**config.mk**
```make
export PLATFORM = sky130hd
export DESIGN_NAME = pfd_front
export DESIGN_NICKNAME = d
export VERILOG_FILES = /design/src/rtl/core/pfd_pkg.sv /design/src/rtl/core/pfd_front.sv
export SDC_FILE = /design/constraint.sdc
export NUM_CORES = 1
export LEC_CHECK = 0
export BUFFER_PORTS_ARGS = -buffer_cell sky130_fd_sc_hd__buf_2
export CORE_AREA = 2 2 39 41
export DETAILED_ROUTE_END_ITERATION = 7
export DIE_AREA = 0 0 41 43
export SETUP_SLACK_MARGIN = 0.4
export SYNTH_ARGS = -nofsm -noshare
export SYNTH_HDL_FRONTEND = slang
export SYNTH_SLANG_ARGS = --single-unit
```
**constraint.sdc**
```tcl
create_clock -name vclk -period 1.5
set_clock_uncertainty 0.05 [all_clocks]
set_input_delay 0.225 -clock vclk [all_inputs]
set_output_delay 0.225 -clock vclk [all_outputs]
set_load 0.01 [all_outputs]
```
**src/rtl/core/pfd_pkg.sv**
```systemverilog
// ----------------------------------------------------------------------------
// pfd_pkg: shared types and constants of the packet FIFO
// Item and result layouts, command and status codes, and the internal
// operation format passed from the front end to the back end.
// ----------------------------------------------------------------------------
package pfd_pkg;

  localparam logic [1:0] CMD_INIT   = 2'd0;
  localparam logic [1:0] CMD_HEADER = 2'd1;
  localparam logic [1:0] CMD_DATA   = 2'd2;
  localparam logic [1:0] CMD_POP    = 2'd3;

  localparam logic [15:0] DROP_MAX = 16'hFFFF;

  typedef enum logic [2:0] {
    ST_OK          = 3'd0,
    ST_BAD_LENGTH  = 3'd1,
    ST_QUEUE_FULL  = 3'd2,
    ST_QUEUE_EMPTY = 3'd3,
    ST_TOO_SMALL   = 3'd4
  } status_t;

  typedef struct packed {
    logic [1:0] cmd;
    logic [6:0] packet_length;
    logic [7:0] data_byte;
    logic [6:0] capacity;
  } in_item_t;

  typedef struct packed {
    status_t     status;
    logic [7:0]  out_byte;
    logic        byte_valid;
    logic [6:0]  popped_length;
    logic        last;
    logic [3:0]  stored_packets;
    logic [15:0] overflow_count;
  } result_t;

  typedef enum logic [2:0] {
    OP_INIT    = 3'd0,
    OP_HDR_OK  = 3'd1,
    OP_HDR_BAD = 3'd2,
    OP_DATA    = 3'd3,
    OP_POP     = 3'd4
  } op_t;

  typedef struct packed {
    op_t        op;
    logic [6:0] length;
    logic [7:0] data_byte;
    logic [6:0] capacity;
  } op_item_t;

  typedef enum logic [2:0] {
    BK_IDLE   = 3'b001,
    BK_LEN    = 3'b010,
    BK_STREAM = 3'b100
  } bk_state_t;

endpackage

```
**src/rtl/core/pfd_front.sv**
```systemverilog
// ----------------------------------------------------------------------------
// pfd_front: command decode
// Turns an incoming beat into an internal operation and judges the
// announced length of a push header.
// ----------------------------------------------------------------------------
module pfd_front #(
  parameter int MAX_PACKET_BYTES = 64
) (
  input  pfd_pkg::in_item_t item,
  output pfd_pkg::op_item_t op_item
);

  always_comb begin
    op_item.length    = item.packet_length;
    op_item.data_byte = item.data_byte;
    op_item.capacity  = item.capacity;
    case (item.cmd)
      pfd_pkg::CMD_INIT: op_item.op = pfd_pkg::OP_INIT;
      pfd_pkg::CMD_HEADER: begin
        if (item.packet_length == 7'd0 ||
            item.packet_length > 7'(MAX_PACKET_BYTES)) begin
          op_item.op = pfd_pkg::OP_HDR_BAD;
        end else begin
          op_item.op = pfd_pkg::OP_HDR_OK;
        end
      end
      pfd_pkg::CMD_DATA: op_item.op = pfd_pkg::OP_DATA;
      pfd_pkg::CMD_POP:  op_item.op = pfd_pkg::OP_POP;
      default:           op_item.op = pfd_pkg::OP_INIT;
    endcase
  end

endmodule

```
==> results.cfg <==
[worst_setup_path]
critPathMaxStageDelay_ns = 0.56
cp_max_fo = 3
cp-end-kind = output port
crit_buf_inv = 2
arrival_ns = 1.37
cp_top_family = simple AND/OR/NAND/NOR gates
crit_required_ns = 1.22
path_class = primary input to output port
cp_cell_sequence = buf_6 > or4_4 > o31ai_2 > nand3_1 > buf_2
crit_slowest_cell = or4_4
startpoint_type = primary input

[finish]
num_antenna_cells = 0
drive_above_1_share_pct = 71.4
final_util_pct = 18.2
layout.nets = 61
clkbuf_count = 0
seqCellArea_um2 = 0
area_delta_synth_final_pct = -2.43
seq_cells = 0
final_area_um2 = 251

[die]
dieWidth_um = 41
start_util_pct = 18.6
core_mm2 = 0.00138
rows = 14
die_area_mm2 = 0.00176
die_y_um = 43
io_pins = 49

[status]
status = complete, but fails checks
violations = setup timing

[sta]
rsz0062_at_grt = yes
relSlewSlack_pct = 76.6
tightest_slew_ns = 0.350
min_period_over_period_pct = 110
timing.final.hold_violations = 0
layout_setup_ws_ns = -0.144
setup_viol = 2
finalSetupTns_ns = -0.277
fin_crit_ns = 1.64
slew_violations = 0
fmax_mhz = 608

[route]
drcViolationCount = 0
drtIter0Drc = 0
drtPass1Iterations = 1
vias_per_cell = 4.04
wire_per_inst_um = 9.90
vias = 206
antenna_left = 0
routed_wl_um = 505

[placement]
dpl_worst_slack_ns = -0.134
routabilityCongestion = 0.634
placed_area_um2 = 230
port_buffers = 19

[synthesis]
synthDistinctLibCells = 12
syn_avg_cell_area_um2 = 7.36
syn_inst = 35
synthesis.area_um2 = 258
yosys_warnings = 0
ys_seq_area_share_pct = 0
syn_nets = 59

[global_route]
grt_usage_pct = 4.90
overflow = 0
grt_antenna_before_repair = 0
grt_pass1_vias = 178
grt_max_degree = 5
grt_pass1_wl_um = 648

[run]
cap_violations = 0

[power_and_ir_drop]
p_leak_nw = 0.121
vdd_drop_max_uv = 53.1
p_per_area_mw_per_mm2 = 262

[hold_path]
hold_path.class = primary input to output port
min_to = op_item[2]
worstHoldPathCells = 0
hp-start = item[2]

[clock_tree]
hold_buffers = 0
-- synth_stat cells, drive strengths merged --
cell	n	area [µm²]
nor2b	1	6.26
and2	1	6.26
nand2b	1	6.26
nor4	1	6.26
o311ai	1	16.3
nand3	3	15.0
nor3b	1	7.51
nand4	1	6.26
buf	22	165
or4	1	11.3
nor2	1	3.75
o31ai	1	7.51
-- worst max path at each step --
stage,from,endpoint,slack [ns],cells past startpoint
floorplan,item[16],op_item[23],0.12,3
global placement,item[16],op_item[23],-0.11,5
detailed placement,item[16],op_item[23],-0.13,5
CTS,item[16],op_item[22],-0.11,5
global route,item[16],op_item[22],-0.17,5
finish,item[16],op_item[22],-0.14,5
-- routing by layer --
metal  global-route usage (%)  vias to the layer above  part of all wire (%)
li1                         -                       98                     -
met4                     1.33                        0                     0
met2                     8.75                       18                    48
met5                        0                        -                     0
met3                     1.05                        0                    17
met1                     5.38                       90                    35
-- repair_timing --
item                       in CTS  in global routing
pin swaps                       3                  1
gates cloned                    0                  0
setup endpoints to repair       2                  2
resized for setup               1                  2
setup buffers                   0                  0
-- report_power, final --
group	total [mW]	switching [mW]	leakage (nW)	internal [mW]
clock network	0	0	0	0
logic	0.0658	0.0337	0.121	0.0321
registers	0	0	0	0
-- placed cells by master, fill, tap and decap left out --
master,netlist,routed
nand3_1,3,3
nor3b_1,1,1
o311ai_4,0,1
buf_6,0,1
o31ai_2,0,1
nor4_1,1,1
nand2b_1,1,1
nor2_1,1,1
buf_2,0,18
buf_4,22,3
nor2b_1,1,1
nand4_1,1,1
or4_4,1,1
and2_1,1,1
-- logic make-up (layout without fill, tap and decap cells) --
group                  Yosys count  count (layout)  synth area share, %
AOI/OAI and AO/OA                2               2                 9.23
buffers and inverters           22              22                 64.1
and+or+nand+nor                 11              11                 26.7
-- layout make-up --
type	instances	area (µm²)
Fill cell	159	1130
Timing Repair Buffer	22	124
Multi-Input combinational cell	13	108
Tap cell	16	20.0
-- metrics by stage --
| step | cells | hold slack (ns) | power, mW |
|---|---|---|---|
| 2_1_floorplan | 35 | 0.492 | 0.0752 |
| 3_3_place_gp | 51 | 0.400 | 0.0587 |
| 3_5_place_dp | 51 | 0.400 | 0.0602 |
| 4_1_cts | 51 | 0.400 | 0.0620 |
| 5_1_grt | 51 | 0.400 | 0.0715 |
| 6_report | 51 | 0.400 | 0.0658 |
No activity file was read; power rests on OpenSTA's default activity.
