[config.mk]
export PLATFORM = sky130hd
export DESIGN_NAME = pfd_queue
export DESIGN_NICKNAME = d
export VERILOG_FILES = /design/src/rtl/core/pfd_pkg.sv /design/src/rtl/core/pfd_queue.sv
export SDC_FILE = /design/constraint.sdc
export NUM_CORES = 1
export LEC_CHECK = 0
export ABC_AREA = 0
export BUFFER_PORTS_ARGS = -buffer_cell sky130_fd_sc_hd__clkbuf_2
export CELL_PAD_IN_SITES_DETAIL_PLACEMENT = 1
export CELL_PAD_IN_SITES_GLOBAL_PLACEMENT = 1
export CORE_MARGIN = 2
export CORE_UTILIZATION = 35
export DETAILED_ROUTE_END_ITERATION = 6
export PLACE_DENSITY = 0.71
export SLEW_MARGIN = 5
export SYNTH_ARGS = -nofsm -noshare
export SYNTH_HDL_FRONTEND = slang
export SYNTH_SLANG_ARGS = --single-unit
[constraint.sdc]
create_clock -name clk -period 2.56 [get_ports clk]
set_input_delay 0.128 -clock clk [delete_from_list [all_inputs] [get_ports clk]]
set_output_delay 0.128 -clock clk [all_outputs]
set_load 0.1 [all_outputs]
[src/rtl/core/pfd_pkg.sv]
// ----------------------------------------------------------------------------
// pfd_pkg: shared types and constants of the packet FIFO
// Item and result layouts, command and status codes, and the internal
// operation format passed from the front end to the back end.
// ----------------------------------------------------------------------------
package pfd_pkg;

  localparam logic [1:0] CMD_INIT   = 2'd0;
  localparam logic [1:0] CMD_HEADER = 2'd1;
  localparam logic [1:0] CMD_DATA   = 2'd2;
  localparam logic [1:0] CMD_POP    = 2'd3;

  localparam logic [15:0] DROP_MAX = 16'hFFFF;

  typedef enum logic [2:0] {
    ST_OK          = 3'd0,
    ST_BAD_LENGTH  = 3'd1,
    ST_QUEUE_FULL  = 3'd2,
    ST_QUEUE_EMPTY = 3'd3,
    ST_TOO_SMALL   = 3'd4
  } status_t;

  typedef struct packed {
    logic [1:0] cmd;
    logic [6:0] packet_length;
    logic [7:0] data_byte;
    logic [6:0] capacity;
  } in_item_t;

  typedef struct packed {
    status_t     status;
    logic [7:0]  out_byte;
    logic        byte_valid;
    logic [6:0]  popped_length;
    logic        last;
    logic [3:0]  stored_packets;
    logic [15:0] overflow_count;
  } result_t;

  typedef enum logic [2:0] {
    OP_INIT    = 3'd0,
    OP_HDR_OK  = 3'd1,
    OP_HDR_BAD = 3'd2,
    OP_DATA    = 3'd3,
    OP_POP     = 3'd4
  } op_t;

  typedef struct packed {
    op_t        op;
    logic [6:0] length;
    logic [7:0] data_byte;
    logic [6:0] capacity;
  } op_item_t;

  typedef enum logic [2:0] {
    BK_IDLE   = 3'b001,
    BK_LEN    = 3'b010,
    BK_STREAM = 3'b100
  } bk_state_t;

endpackage

[src/rtl/core/pfd_queue.sv]
// ----------------------------------------------------------------------------
// pfd_queue: two-entry operation queue
// Decouples the front end from the back end so each side stalls on its own.
// ----------------------------------------------------------------------------
module pfd_queue (
  input  logic              clk,
  input  logic              rst_n,
  input  logic              push_valid,
  output logic              push_stall,
  input  pfd_pkg::op_item_t push_data,
  output logic              pop_valid,
  input  logic              pop_ready,
  output pfd_pkg::op_item_t pop_data
);

  pfd_pkg::op_item_t entry_r [2];
  logic       wr_ptr_r, wr_ptr_nxt;
  logic       rd_ptr_r, rd_ptr_nxt;
  logic [1:0] cnt_r, cnt_nxt;
  logic       do_push, do_pop;

  assign push_stall = (cnt_r == 2'd2);
  assign pop_valid  = (cnt_r != 2'd0);
  assign pop_data   = entry_r[rd_ptr_r];
  assign do_push    = push_valid && !push_stall;
  assign do_pop     = pop_valid && pop_ready;

  always_comb begin
    wr_ptr_nxt = do_push ? !wr_ptr_r : wr_ptr_r;
    rd_ptr_nxt = do_pop ? !rd_ptr_r : rd_ptr_r;
    cnt_nxt    = cnt_r + {1'b0, do_push} - {1'b0, do_pop};
  end

  always_ff @(posedge clk) begin
    if (!rst_n) begin
      wr_ptr_r <= 1'b0;
      rd_ptr_r <= 1'b0;
      cnt_r    <= 2'd0;
    end else begin
      wr_ptr_r <= wr_ptr_nxt;
      rd_ptr_r <= rd_ptr_nxt;
      cnt_r    <= cnt_nxt;
    end
  end

  always_ff @(posedge clk) begin
    if (do_push) begin
      entry_r[wr_ptr_r] <= push_data;
    end
  end

endmodule

==> run_summary.xml <==
<?xml version="1.0" encoding="UTF-8"?>
<metrics>
  <group name="floorplanning">
    <metric name="fp-row-count" unit="">28</metric>
    <metric name="initial_standard_cell_utilization_of_the_core" unit="%">36.2</metric>
    <metric name="dieHeight" unit="um">82.3</metric>
    <metric name="die_width" unit="um">82.3</metric>
    <metric name="placeableCoreArea" unit="mm2">0.00592</metric>
    <metric name="io_pins" unit="">56</metric>
    <metric name="design.die.area" unit="mm2">0.00677</metric>
  </group>
  <group name="grt">
    <metric name="via_count_of_the_first_global_routing_pass" unit="">1183</metric>
    <metric name="grt_first_pass_wirelength" unit="um">5550</metric>
    <metric name="grt_util_all_layers" unit="%">11.6</metric>
    <metric name="largest_net_degree_at_the_start_of_global_routing" unit="">26</metric>
    <metric name="grt_overflow_total" unit="">0</metric>
    <metric name="grt_antenna_before_repair" unit="">0</metric>
  </group>
  <group name="timing">
    <metric name="slew_headroom" unit="%">63.7</metric>
    <metric name="achievable-frequency" unit="MHz">552</metric>
    <metric name="fin_crit" unit="ns">1.81</metric>
    <metric name="report.final.setup_viol" unit="">0</metric>
    <metric name="finalHoldViolations" unit="">0</metric>
    <metric name="post-route-period-util" unit="%">70.7</metric>
    <metric name="rsz_0062_raised_after_global_routing" unit="">false</metric>
    <metric name="setup-tns-final" unit="ns">0</metric>
    <metric name="timing.clock.skew" unit="ns">0.00501</metric>
    <metric name="worst_slew_pin_slew" unit="ns">0.547</metric>
    <metric name="finalMaxSlewViolations" unit="">0</metric>
  </group>
  <group name="clock_tree">
    <metric name="root_buffer" unit="">clkbuf_8</metric>
    <metric name="numCtsBuffers" unit="">5</metric>
    <metric name="clockBufferDepth" unit="">2</metric>
    <metric name="htree_num_levels" unit="">2</metric>
    <metric name="cts_tree" unit="">yes</metric>
    <metric name="post_cts_resize_count" unit="">0</metric>
    <metric name="cts.hold.buffers_added" unit="">1</metric>
    <metric name="clock_sinks" unit="">55</metric>
    <metric name="cts.clk_slew.worst_paths" unit="ns">0.10</metric>
    <metric name="clock_insertion_delay_worst_skew" unit="ns">0.30</metric>
    <metric name="cts_post_setup_buffers_inserted" unit="">0</metric>
  </group>
  <group name="layout">
    <metric name="layout_commonest_cell" unit="">clkbuf_2</metric>
    <metric name="drive_gt1_share" unit="%">54.7</metric>
    <metric name="layout-area-overhead-vs-synth" unit="%">21.4</metric>
    <metric name="layout.cells.non_filler" unit="">245</metric>
    <metric name="insertedDiodeCount" unit="">0</metric>
    <metric name="most_frequent_cells_in_the_layout" unit="">clkbuf_2 (55), edfxtp_1 (50), mux2_4 (20)</metric>
    <metric name="nNetsFinal" unit="">200</metric>
    <metric name="filler_cell_count" unit="">613</metric>
  </group>
  <group name="synth">
    <metric name="syn_nets" unit="">135</metric>
    <metric name="synth.mux.area_fraction" unit="%">17.1</metric>
    <metric name="synth_compound_area_share" unit="%">0.350</metric>
    <metric name="synth.yosys.seq_area_share" unit="%">74.7</metric>
    <metric name="yosysTopAreaCell" unit="">edfxtp_1</metric>
    <metric name="synth.distinct_cells" unit="">18</metric>
    <metric name="simple_gate_portion_of_the_synthesized_area" unit="%">2.51</metric>
    <metric name="synth-warning-count" unit="">0</metric>
    <metric name="syn_inst" unit="">104</metric>
    <metric name="post_synth_fa_ha_maj_area_fraction" unit="%">1.17</metric>
    <metric name="yosys-top-cells-area" unit="">edfxtp_1 (70%), mux2_4 (14%), dfxtp_1 (4.7%)</metric>
    <metric name="synth_xor_xnor_area_share" unit="%">1.23</metric>
    <metric name="ys_ff_latch" unit="">55</metric>
    <metric name="synth_top_family_by_area" unit="">multiplexers</metric>
    <metric name="syn-cell-area" unit="mm2">0.00214</metric>
    <metric name="syn_avg_cell_area" unit="um2">20.6</metric>
    <metric name="share_of_the_synthesized_area_in_the_top_cell_type" unit="%">70.1</metric>
  </group>
  <group name="routing">
    <metric name="detail_route.first_pass.iterations" unit="">4</metric>
    <metric name="drt-vias-per-instance" unit="">4.49</metric>
    <metric name="drt_iter0_drc" unit="">28</metric>
    <metric name="route.final.wire_length" unit="um">3780</metric>
    <metric name="drcViolationCount" unit="">0</metric>
    <metric name="drt.antenna.violating_nets" unit="">0</metric>
    <metric name="routed-via-count" unit="">1099</metric>
    <metric name="post_drt_wl_per_cell" unit="um">15.4</metric>
  </group>
  <group name="run">
    <metric name="timing.max_cap.violations" unit="">0</metric>
  </group>
  <group name="hold_path">
    <metric name="worstHoldPathType" unit="">in2reg</metric>
  </group>
  <group name="critical_path">
    <metric name="critical_path_arrival" unit="ns">1.68</metric>
    <metric name="largest_driver_fanout_on_the_critical_path" unit="">17</metric>
    <metric name="endpoint_kind" unit="">output pin</metric>
    <metric name="worst-endpoint-required" unit="ns">2.43</metric>
    <metric name="timing.critical_path.from_type" unit="">flop</metric>
    <metric name="worstSetupPathType" unit="">reg2out</metric>
  </group>
  <group name="place">
    <metric name="place.gp.congestion" unit="">0.607</metric>
    <metric name="place_inst" unit="">235</metric>
    <metric name="detailedPlacementHpwl" unit="um">2820</metric>
    <metric name="port_buffers" unit="">55</metric>
  </group>
  <group name="run_status">
    <metric name="status" unit="">complete, no violations</metric>
  </group>
</metrics>
-- per-layer routing --
layer / vias up / global-route usage [%] / routed length, um
met3: 2 / 4.02 / 256
met4: 0 / 3.50 / 10
met1: 539 / 12.6 / 1460
met5: - / 0 / 0
met2: 42 / 21.3 / 2050
li1: 516 / - / -
-- Yosys cell counts --
library cell  number
or2_2              1
buf_12             2
inv_1              3
buf_6              1
and2_1             1
mux2_2             5
edfxtp_1          50
nand2_1            2
nor2_1             4
o21a_1             1
and3_1             1
xnor2_1            2
mux2_4            20
nand2b_1           2
mux2i_1            1
dfxtp_1            5
xor2_1             1
ha_1               2
-- kinds of logic after synthesis --
kind of cell / count (synthesis)
DFF: 55
AOI/OAI and AO/OA: 1
buffers and inverters: 6
muxes: 26
and+or+nand+nor: 11
adders and majority gates: 2
xor gates and xnor gates: 3
-- worst paths after layout --
kind / from / to / slack (ns) / cells past startpoint
worst max-delay path: flop / pop_data[3] / 0.75 / 3
worst min-delay path: push_data[0] / entry_r[1][0] / 0.01 / 1
worst max register to register: cnt_r[0] / cnt_r[1] / 0.90 / 8
worst min register to register: rd_ptr_r / rd_ptr_r / 0.53 / 2
-- sequential cells by signal, indices dropped and copies added (netlist names), named ones only --
signal / cells
wr_ptr_r: 1
rd_ptr_r: 1
cnt_r: 2
entry_r: 50
-- critical path: stages (launching register included) --
cell	delay (ns)
dfxtp_1	0.34
buf_4	0.30
mux2_2	0.38
clkbuf_2	0.37
-- through the flow --
step                      setup slack [ns]  instance area, um2  hold WS [ns]  util (%)
final                                0.749                2600        0.0103      44.0
after global routing                 0.672                2600       0.00122      44.0
after CTS                            0.717                2590      0.000543      43.8
after detailed placement             0.879                2490         0.322      42.1
after global placement                1.05                2490         0.320      42.1
after floorplan                      0.508                2140         0.227         -
-- cell type report --
type,count,area [um2],share of cell area [%]
Clock buffer,5,68.8,2.64
Clock inverter,3,20.0,0.769
Inverter,3,11.3,0.433
Multi-Input combinational cell,43,482,18.5
Sequential cell,55,1600,61.5
Tap cell,75,93.8,3.61
Timing Repair Buffer,61,325,12.5
Power is not shown: default switching activity piles up to over one toggle a cycle in this logic, so the estimate is an artifact.
